--- src/rtl/hlvp_pkg.sv ---
// ----------------------------------------------------------------------------
// hlvp_pkg
// Shared sizes, codes and payload types of the Hough line voting engine.
// ----------------------------------------------------------------------------
package hlvp_pkg;

   localparam int THETA_BINS     = 256;
   localparam int RHO_BINS       = 2048;
   localparam int COORD_BITS     = 9;
   localparam int TRIG_FRAC_BITS = 14;

   localparam int THETA_W  = $clog2(THETA_BINS);
   localparam int RHO_W    = $clog2(RHO_BINS);
   localparam int ADDR_W   = THETA_W + RHO_W;
   localparam int NA_W     = $clog2(THETA_BINS + 1);
   localparam int NR_W     = $clog2(RHO_BINS + 1);

   // Datapath widths of the rho computation.
   localparam int PROD_W      = COORD_BITS + 17;
   localparam int SUM_W       = PROD_W + 1;
   localparam int SCALED_W    = SUM_W + 17;
   localparam int SCALE_SHIFT = TRIG_FRAC_BITS + 8;
   localparam int IDX_W       = SCALED_W - SCALE_SHIFT + 2;

   localparam logic signed [SCALED_W:0] ROUND_HALF =
      (SCALED_W + 1)'(1) << (SCALE_SHIFT - 1);

   localparam logic [15:0] VOTE_MAX = 16'hFFFF;

   localparam logic [8:0]  ANGLE_COUNT_RST    = 9'd180;
   localparam logic [11:0] RHO_COUNT_RST      = 12'd1447;
   localparam logic [15:0] INV_RHO_STEP_RST   = 16'd256;
   localparam logic [15:0] VOTE_THRESHOLD_RST = 16'd100;

   typedef enum logic [1:0] {
      KIND_LOAD  = 2'd0,
      KIND_VOTE  = 2'd1,
      KIND_SCAN  = 2'd2,
      KIND_CLEAR = 2'd3
   } kind_type;

   typedef enum logic [1:0] {
      STATUS_OK      = 2'd0,
      STATUS_DROPPED = 2'd1,
      STATUS_RANGE   = 2'd2
   } status_type;

   typedef enum logic [1:0] {
      CSR_ANGLE_COUNT    = 2'd0,
      CSR_RHO_COUNT      = 2'd1,
      CSR_INV_RHO_STEP   = 2'd2,
      CSR_VOTE_THRESHOLD = 2'd3
   } csr_index_type;

   typedef enum logic [2:0] {
      ST_IDLE,
      ST_CLEAR,
      ST_VOTE,
      ST_DRAIN,
      ST_SCAN
   } state_type;

   typedef struct packed {
      logic [1:0]         kind;
      logic [8:0]         pixel_x;
      logic [8:0]         pixel_y;
      logic [7:0]         angle_index;
      logic signed [15:0] cos_value;
      logic signed [15:0] sin_value;
      logic [10:0]        cell_rho;
   } req_type;

   typedef struct packed {
      logic [15:0]        votes;
      logic               above_threshold;
      logic [15:0]        best_votes;
      logic [10:0]        best_rho;
      logic [7:0]         best_theta;
      logic signed [11:0] signed_rho_bin;
      logic [1:0]         status;
   } rsp_type;

   typedef struct packed {
      logic signed [15:0] cos_value;
      logic signed [15:0] sin_value;
   } trig_type;

   // One accumulator cell coming out of the rho pipeline.
   typedef struct packed {
      logic               valid;
      logic               in_range;
      logic [THETA_W-1:0] theta;
      logic [RHO_W-1:0]   rho;
   } cell_type;

endpackage

--- src/rtl/hlvp_rho_calc.sv ---
// ----------------------------------------------------------------------------
// hlvp_rho_calc
// Pipeline from an angle index to an accumulator cell: products, sum,
// scale, round and offset, one angle entering per cycle.
// ----------------------------------------------------------------------------
module hlvp_rho_calc (
   input  logic                            clock,
   input  logic                            reset,
   input  logic                            issue_valid,
   input  logic [hlvp_pkg::THETA_W-1:0]    issue_theta,
   input  hlvp_pkg::trig_type              trig,
   input  logic [hlvp_pkg::COORD_BITS-1:0] x,
   input  logic [hlvp_pkg::COORD_BITS-1:0] y,
   input  logic [15:0]                     inv_step,
   input  logic [hlvp_pkg::NR_W-1:0]       half,
   input  logic [hlvp_pkg::NR_W-1:0]       nr,
   output hlvp_pkg::cell_type              hit,
   output logic                            busy
);

   logic                                 va_ff, vb_ff, vc_ff, vd_ff;
   logic [hlvp_pkg::THETA_W-1:0]         ta_ff, tb_ff, tc_ff, td_ff;
   logic signed [hlvp_pkg::PROD_W-1:0]   px_ff, py_ff, px_in, py_in;
   logic signed [hlvp_pkg::SUM_W-1:0]    sum_ff, sum_in;
   logic signed [hlvp_pkg::SCALED_W-1:0] scaled_ff, scaled_in;
   logic signed [hlvp_pkg::SCALED_W:0]   rounded, shifted;
   logic signed [hlvp_pkg::IDX_W-1:0]    idx;
   hlvp_pkg::cell_type                   cell_ff, cell_in;

   always_comb begin
      px_in     = $signed({1'b0, x}) * trig.cos_value;
      py_in     = $signed({1'b0, y}) * trig.sin_value;
      sum_in    = hlvp_pkg::SUM_W'(px_ff) + hlvp_pkg::SUM_W'(py_ff);
      scaled_in = sum_ff * $signed({1'b0, inv_step});
      // round half up, then floor through the arithmetic shift
      rounded   = {scaled_ff[hlvp_pkg::SCALED_W-1], scaled_ff} + hlvp_pkg::ROUND_HALF;
      shifted   = rounded >>> hlvp_pkg::SCALE_SHIFT;
      idx       = hlvp_pkg::IDX_W'(shifted)
                  + $signed(hlvp_pkg::IDX_W'({1'b0, half}));
      cell_in.valid    = vd_ff;
      cell_in.in_range = !idx[hlvp_pkg::IDX_W-1]
                         && (idx < $signed(hlvp_pkg::IDX_W'({1'b0, nr})));
      cell_in.theta    = td_ff;
      cell_in.rho      = hlvp_pkg::RHO_W'(idx);
   end

   always_ff @(posedge clock) begin
      if (reset) begin
         va_ff         <= 1'b0;
         vb_ff         <= 1'b0;
         vc_ff         <= 1'b0;
         vd_ff         <= 1'b0;
         cell_ff.valid <= 1'b0;
      end else begin
         va_ff         <= issue_valid;
         vb_ff         <= va_ff;
         vc_ff         <= vb_ff;
         vd_ff         <= vc_ff;
         cell_ff.valid <= cell_in.valid;
      end
      ta_ff            <= issue_theta;
      tb_ff            <= ta_ff;
      tc_ff            <= tb_ff;
      td_ff            <= tc_ff;
      px_ff            <= px_in;
      py_ff            <= py_in;
      sum_ff           <= sum_in;
      scaled_ff        <= scaled_in;
      cell_ff.in_range <= cell_in.in_range;
      cell_ff.theta    <= cell_in.theta;
      cell_ff.rho      <= cell_in.rho;
   end

   assign hit  = cell_ff;
   assign busy = va_ff | vb_ff | vc_ff | vd_ff | cell_ff.valid;

endmodule

--- config.mk ---
export PLATFORM = sky130hd
export DESIGN_NAME = hlvp_rho_calc
export DESIGN_NICKNAME = d
export VERILOG_FILES = /design/src/rtl/hlvp_pkg.sv /design/src/rtl/hlvp_rho_calc.sv
export SDC_FILE = /design/constraint.sdc
export NUM_CORES = 2
export LEC_CHECK = 0
export BUFFER_PORTS_ARGS = -buffer_cell sky130_fd_sc_hd__buf_2
export CAP_MARGIN = 10
export CELL_PAD_IN_SITES_DETAIL_PLACEMENT = 1
export CELL_PAD_IN_SITES_GLOBAL_PLACEMENT = 1
export CORE_ASPECT_RATIO = 1.5
export CORE_MARGIN = 2
export CORE_UTILIZATION = 45
export CTS_CLUSTER_DIAMETER = 60
export DETAILED_ROUTE_END_ITERATION = 8
export HOLD_SLACK_MARGIN = 0.08
export PLACE_DENSITY = 0.77
export SYNTH_ARGS = -nofsm -noshare
export SYNTH_HDL_FRONTEND = slang
export SYNTH_SLANG_ARGS = --single-unit
--- constraint.sdc ---
create_clock -name clock -period 8.7 [get_ports clock]
set_input_delay 1.305 -clock clock [delete_from_list [all_inputs] [get_ports clock]]
set_output_delay 1.305 -clock clock [all_outputs]
set_load 0.02 [all_outputs]
-- Yosys cells after proc, flatten, opt, wreduce, memory -nomap -nowiden
Index checks and enable logic that the tools add are counted.
- flip-flop bits (word level): 180
- input port bits: 101
- output and inout port bits: 22
- word-level logic and storage cells: 29
- add/subtract/negate cells: 3
- $mul: 3
- order comparisons: 1
- bitwise logic cells: 4
- reduce and logical (&&, ||, !) cells: 2
- operator list (kind ; count):
    10-bit by 16-bit multiplier with 26-bit output ; 2
    44-bit by 23-bit adder with 45-bit output, second input constant ; 1
    27-bit by 17-bit multiplier with 44-bit output ; 1
    26-bit by 26-bit adder with 27-bit output ; 1
    23-bit by 13-bit adder with 24-bit output ; 1
    24-bit by 13-bit less-than comparator with 1-bit output ; 1
    1-bit bitwise OR ; 4
    1-bit logical AND ; 1
    1-bit logical NOT ; 1

-- Logic depth before layout (Yosys ltp)
- depth in word-level cells: 4
- depth in mapped cells: 25
- gate-level depth less buffers: 24

-- Least setup slack after synthesis
OpenSTA, ideal clock, no wires.
- kind: input to register
- from: input inv_step[3]
- to: register scaled_ff[43] (netlist name)
- library setup time: 72 ps
- arrival time: 7339 ps
- data required time: 8628 ps
- path slack: 1289 ps
- stages on the path: 22
- buffers on the path: 2
- cells stage by stage: clkbuf_1 > clkbuf_1 > nand2_1 > fa_1 > fa_1 > inv_1 > fa_1 > fa_1 > fa_1 > inv_1 > fa_1 > inv_1 > ha_1 > a21o_1 > a21o_1 > a21o_1 > a21o_1 > a2111o_1 > a41oi_1 > o31ai_1 > a21oi_1 > xnor2_1
- word-level cells in the longest chain between the ends: 1
- RTL lines (what ; line ; RTL):
    from (decl) ; hlvp_rho_calc.sv:14 ; input logic [15:0] inv_step,
    27-bit by 17-bit multiplier with 44-bit output ; hlvp_rho_calc.sv:34 ; scaled_in = sum_ff * $signed({1'b0, inv_step});
    net scaled_in, one bit ; hlvp_rho_calc.sv:25 ; logic signed [hlvp_pkg::SCALED_W-1:0] scaled_ff, scaled_in;
    to (signal assigned) ; hlvp_rho_calc.sv:68 ; scaled_ff <= scaled_in;
    to (decl) ; hlvp_rho_calc.sv:25 ;
The timed path passes the listed nets, and every way through them passes these cells.
A chain may end at the register's enable or synchronous reset.

-- Worst setup path in the final report
- from: input inv_step[2]
- to: register scaled_ff[43] (netlist name)
Same word-level chain as after synthesis.

==> impl_metrics.json <==
{
  "synth_seq_cells": 159,
  "start_util_pct": 45.34,
  "cp.arrival_ns": 7.86,
  "root_buffer": "clkbuf_16",
  "async_flop_share_pct": 0,
  "layout.nets": 4469,
  "antenna_found_initial": 6,
  "crit_path_end_kind": "flip-flop",
  "gp_congestion": 0.8414,
  "required_ns": 9.10,
  "die_h_um": 326.5,
  "synth_edf_count": 0,
  "rsz0062_at_grt": "false",
  "synthCells": 3384,
  "grt_overflow": 0,
  "grt_util_all_layers_pct": 24.34,
  "drc": 0,
  "syn_to_final_growth_pct": 6.421,
  "syn_area_mm2": 0.03120,
  "cp-endpoint": "scaled_ff[43]",
  "drive_gt1_share_pct": 5.219,
  "fin_crit_sh_pct": 85.80,
  "grt_pass1_vias": 26870,
  "hold_buffers": 0,
  "numCtsBuffers": 17,
  "setup_tns_ns": 0,
  "grt_pass1_wl_um": 135000,
  "critical_path_depth": 21,
  "rr_worst_depth": 20,
  "firstDrtPassIters": 4,
  "ys.flop_type": "dfxtp_1",
  "synth.avg_cell_area_um2": 9.219,
  "grt_max_degree": 28,
  "max_cap_viol_count": 0,
  "critical_path.startpoint": "inv_step[2]",
  "drv_slew": 0,
  "cts_setup_buffers": 0,
  "finClkSkew_ns": 0.01389,
  "setup_viol_count_final": 0,
  "io_pins": 123,
  "dieWidth_um": 219.0,
  "critPathBufInv": 4,
  "r2r-end": "scaled_ff[32]",
  "core-area_mm2": 0.06880,
  "syn-num-nets": 4417,
  "htreeDepth": 4,
  "hold_class": "reg2reg",
  "period_needed_ns": 7.465,
  "drtIter0Drc": 716,
  "clk_latency_ns": 0.47,
  "cts_tree": "done",
  "numPortBuffers": 122,
  "status": "finished, final reports clean",
  "worst_pin_slew_ns": 0.9948,
  "num_vias": 22570,
  "rows": 118,
  "slowest_stage": "fa_1",
  "regToRegStartpoint": "sum_ff[10]",
  "slew_headroom_pct": 33.59,
  "fmax_mhz": 134.0,
  "viasPerCell": 5.188,
  "finalHoldViolCount": 0,
  "yosysWarnings": 0,
  "clkTransAtPathRegs_ns": 0.07,
  "ff2ff_setup_slack_ns": 1.59,
  "multi_input_area_mm2": 0.02463,
  "setup.worst_path.start_class": "primary input",
  "dieArea_mm2": 0.07149,
  "critPathMostFrequentCell": "fa_1",
  "postRouteWirelength_um": 81350,
  "cpPeakStageDelay_ns": 0.79,
  "cp_cell_sequence": "buf_2 -> nand2_1 -> fa_1 -> fa_1 -> inv_1 -> fa_1 -> fa_1 -> fa_1 -> inv_1 -> fa_1 -> inv_1 -> ha_1 -> a21o_1 -> a21o_1 -> a21o_1 -> a21o_1 -> a2111o_1 -> a41oi_1 -> o31ai_1 -> a21oi_1 -> xnor2_1",
  "synth_cell_types": 73,
  "cts.path.max_buffers": 2,
  "worstSetupPathType": "in2reg",
  "crit_family": "adder cells",
  "wl_per_cell_um": 18.70,
  "path_max_fanout": 18,
  "cts_resized": 0,
  "ant_nets": 0,
  "hpwlAfterDp_um": 66860,
  "fillCellCount": 8070,
  "numClockSinks": 159,
  "ff_latch_area_mm2": 0.003183,
  "ys_seq_area_share_pct": 10.20
}
## cell usage after synthesis, drive strengths merged (5+ instances only)
master | count | area (µm²)
xnor2 | 110 | 963.4
a31oi | 10 | 62.56
o21a | 16 | 120.1
and2 | 375 | 2346
o31ai | 9 | 67.56
nor3 | 26 | 145.1
nor2 | 78 | 297.8
inv | 801 | 3007
and3 | 19 | 118.9
a21oi | 84 | 420.4
dfxtp | 159 | 3183
nand2b | 13 | 81.33
ha | 269 | 3366
a2111oi | 5 | 81.33
xor2 | 26 | 227.7
o21ai | 43 | 215.2
clkbuf | 95 | 356.6
nand3 | 28 | 140.1
nand2 | 397 | 1490
a21o | 34 | 255.2
o211a | 5 | 50.05
nand4 | 11 | 75.07
fa | 663 | 13270
a211oi | 11 | 87.58
nor2b | 17 | 106.4
o21bai | 12 | 93.84
## kinds of logic after synthesis
| group | count (synthesis) | synth area share, % |
|---|---|---|
| XOR/XNOR | 136 | 3.818 |
| multiplexers | 4 | 0.1324 |
| AND/OR/NAND/NOR | 986 | 15.90 |
| buffers and inverters | 899 | 10.83 |
| flip-flops | 159 | 10.20 |
| adder cells (fa/ha/maj) | 932 | 53.33 |
| AO/OA/AOI/OAI | 268 | 5.776 |
## how the worst min path moves through the flow
| stage | start | end | cells after the start |
|---|---|---|---|
| CTS | tb_ff[6] | tc_ff[6] | 0 |
| global route | td_ff[6] | hit[17] | 0 |
| global placement | tb_ff[0] | tc_ff[0] | 0 |
| detailed placement | td_ff[4] | hit[15] | 0 |
| floorplan | td_ff[0] | hit[11] | 0 |
| finish | tb_ff[6] | tc_ff[6] | 0 |
## state kept, by name, indices dropped and copies added, names as in the netlist
signal     cells
hit           21
vb_ff          1
px_ff         26
vd_ff          1
tb_ff          8
sum_ff        27
vc_ff          1
td_ff          8
py_ff         26
tc_ff          8
scaled_ff     23
va_ff          1
ta_ff          8
## layout make-up
| cell class | instances | share of cell area, % |
|---|---|---|
| timing repair buffer | 131 | 2.043 |
| inverter | 801 | 9.056 |
| antenna | 1 | 0.007538 |
| multi-input combinational | 2326 | 74.20 |
| tap | 900 | 3.392 |
| sequential | 159 | 9.588 |
| clock buffer | 18 | 1.293 |
| clock inverter | 14 | 0.4221 |
## cell usage in the layout (no fill, tap or decap), types with 17 or more instances in the layout
| master | netlist | layout |
|---|---|---|
| dfxtp_1 | 159 | 159 |
| nor2b_1 | 17 | 17 |
| buf_2 | 1 | 122 |
| inv_1 | 801 | 801 |
| nor3_1 | 23 | 23 |
| fa_1 | 663 | 663 |
| and3_1 | 19 | 19 |
| nor2_1 | 76 | 76 |
| ha_1 | 269 | 269 |
| nand3_1 | 28 | 28 |
| and2_1 | 375 | 375 |
| a21oi_1 | 84 | 84 |
| clkbuf_16 | 0 | 17 |
| xor2_1 | 26 | 26 |
| xnor2_1 | 110 | 110 |
| nand2_1 | 397 | 397 |
| a21o_1 | 34 | 34 |
| o21ai_0 | 36 | 36 |
## through the flow
step | instance area, µm² | setup slack [ns] | cells | utilization [%] | hold WS, ns
6_report | 33200 | 1.235 | 4350 | 48.25 | 0.3261
5_1_grt | 33200 | 0.9157 | 4349 | 48.25 | 0.3278
4_1_cts | 33200 | 1.252 | 4349 | 48.25 | 0.3280
3_5_place_dp | 32630 | 0.7562 | 4317 | 47.42 | 0.3135
3_3_place_gp | 32630 | 0.8443 | 4317 | 47.42 | 0.3100
2_1_floorplan | 31200 | 1.289 | 3384 | - | 0.3096
## metal layers
metal / global-route usage, % / vias to the layer above / routed length [µm] / share of wire, %
met5: 0 / - / 46 / 0.057
met4: 9.621 / 8 / 3253 / 4.0
met3: 2.821 / 183 / 2374 / 2.9
met2: 48.84 / 416 / 46670 / 57
met1: 24.99 / 11780 / 29010 / 36
li1: - / 10180 / - / -
Power is not shown: default switching activity piles up to over one toggle a cycle in this logic, so the estimate is an artifact.
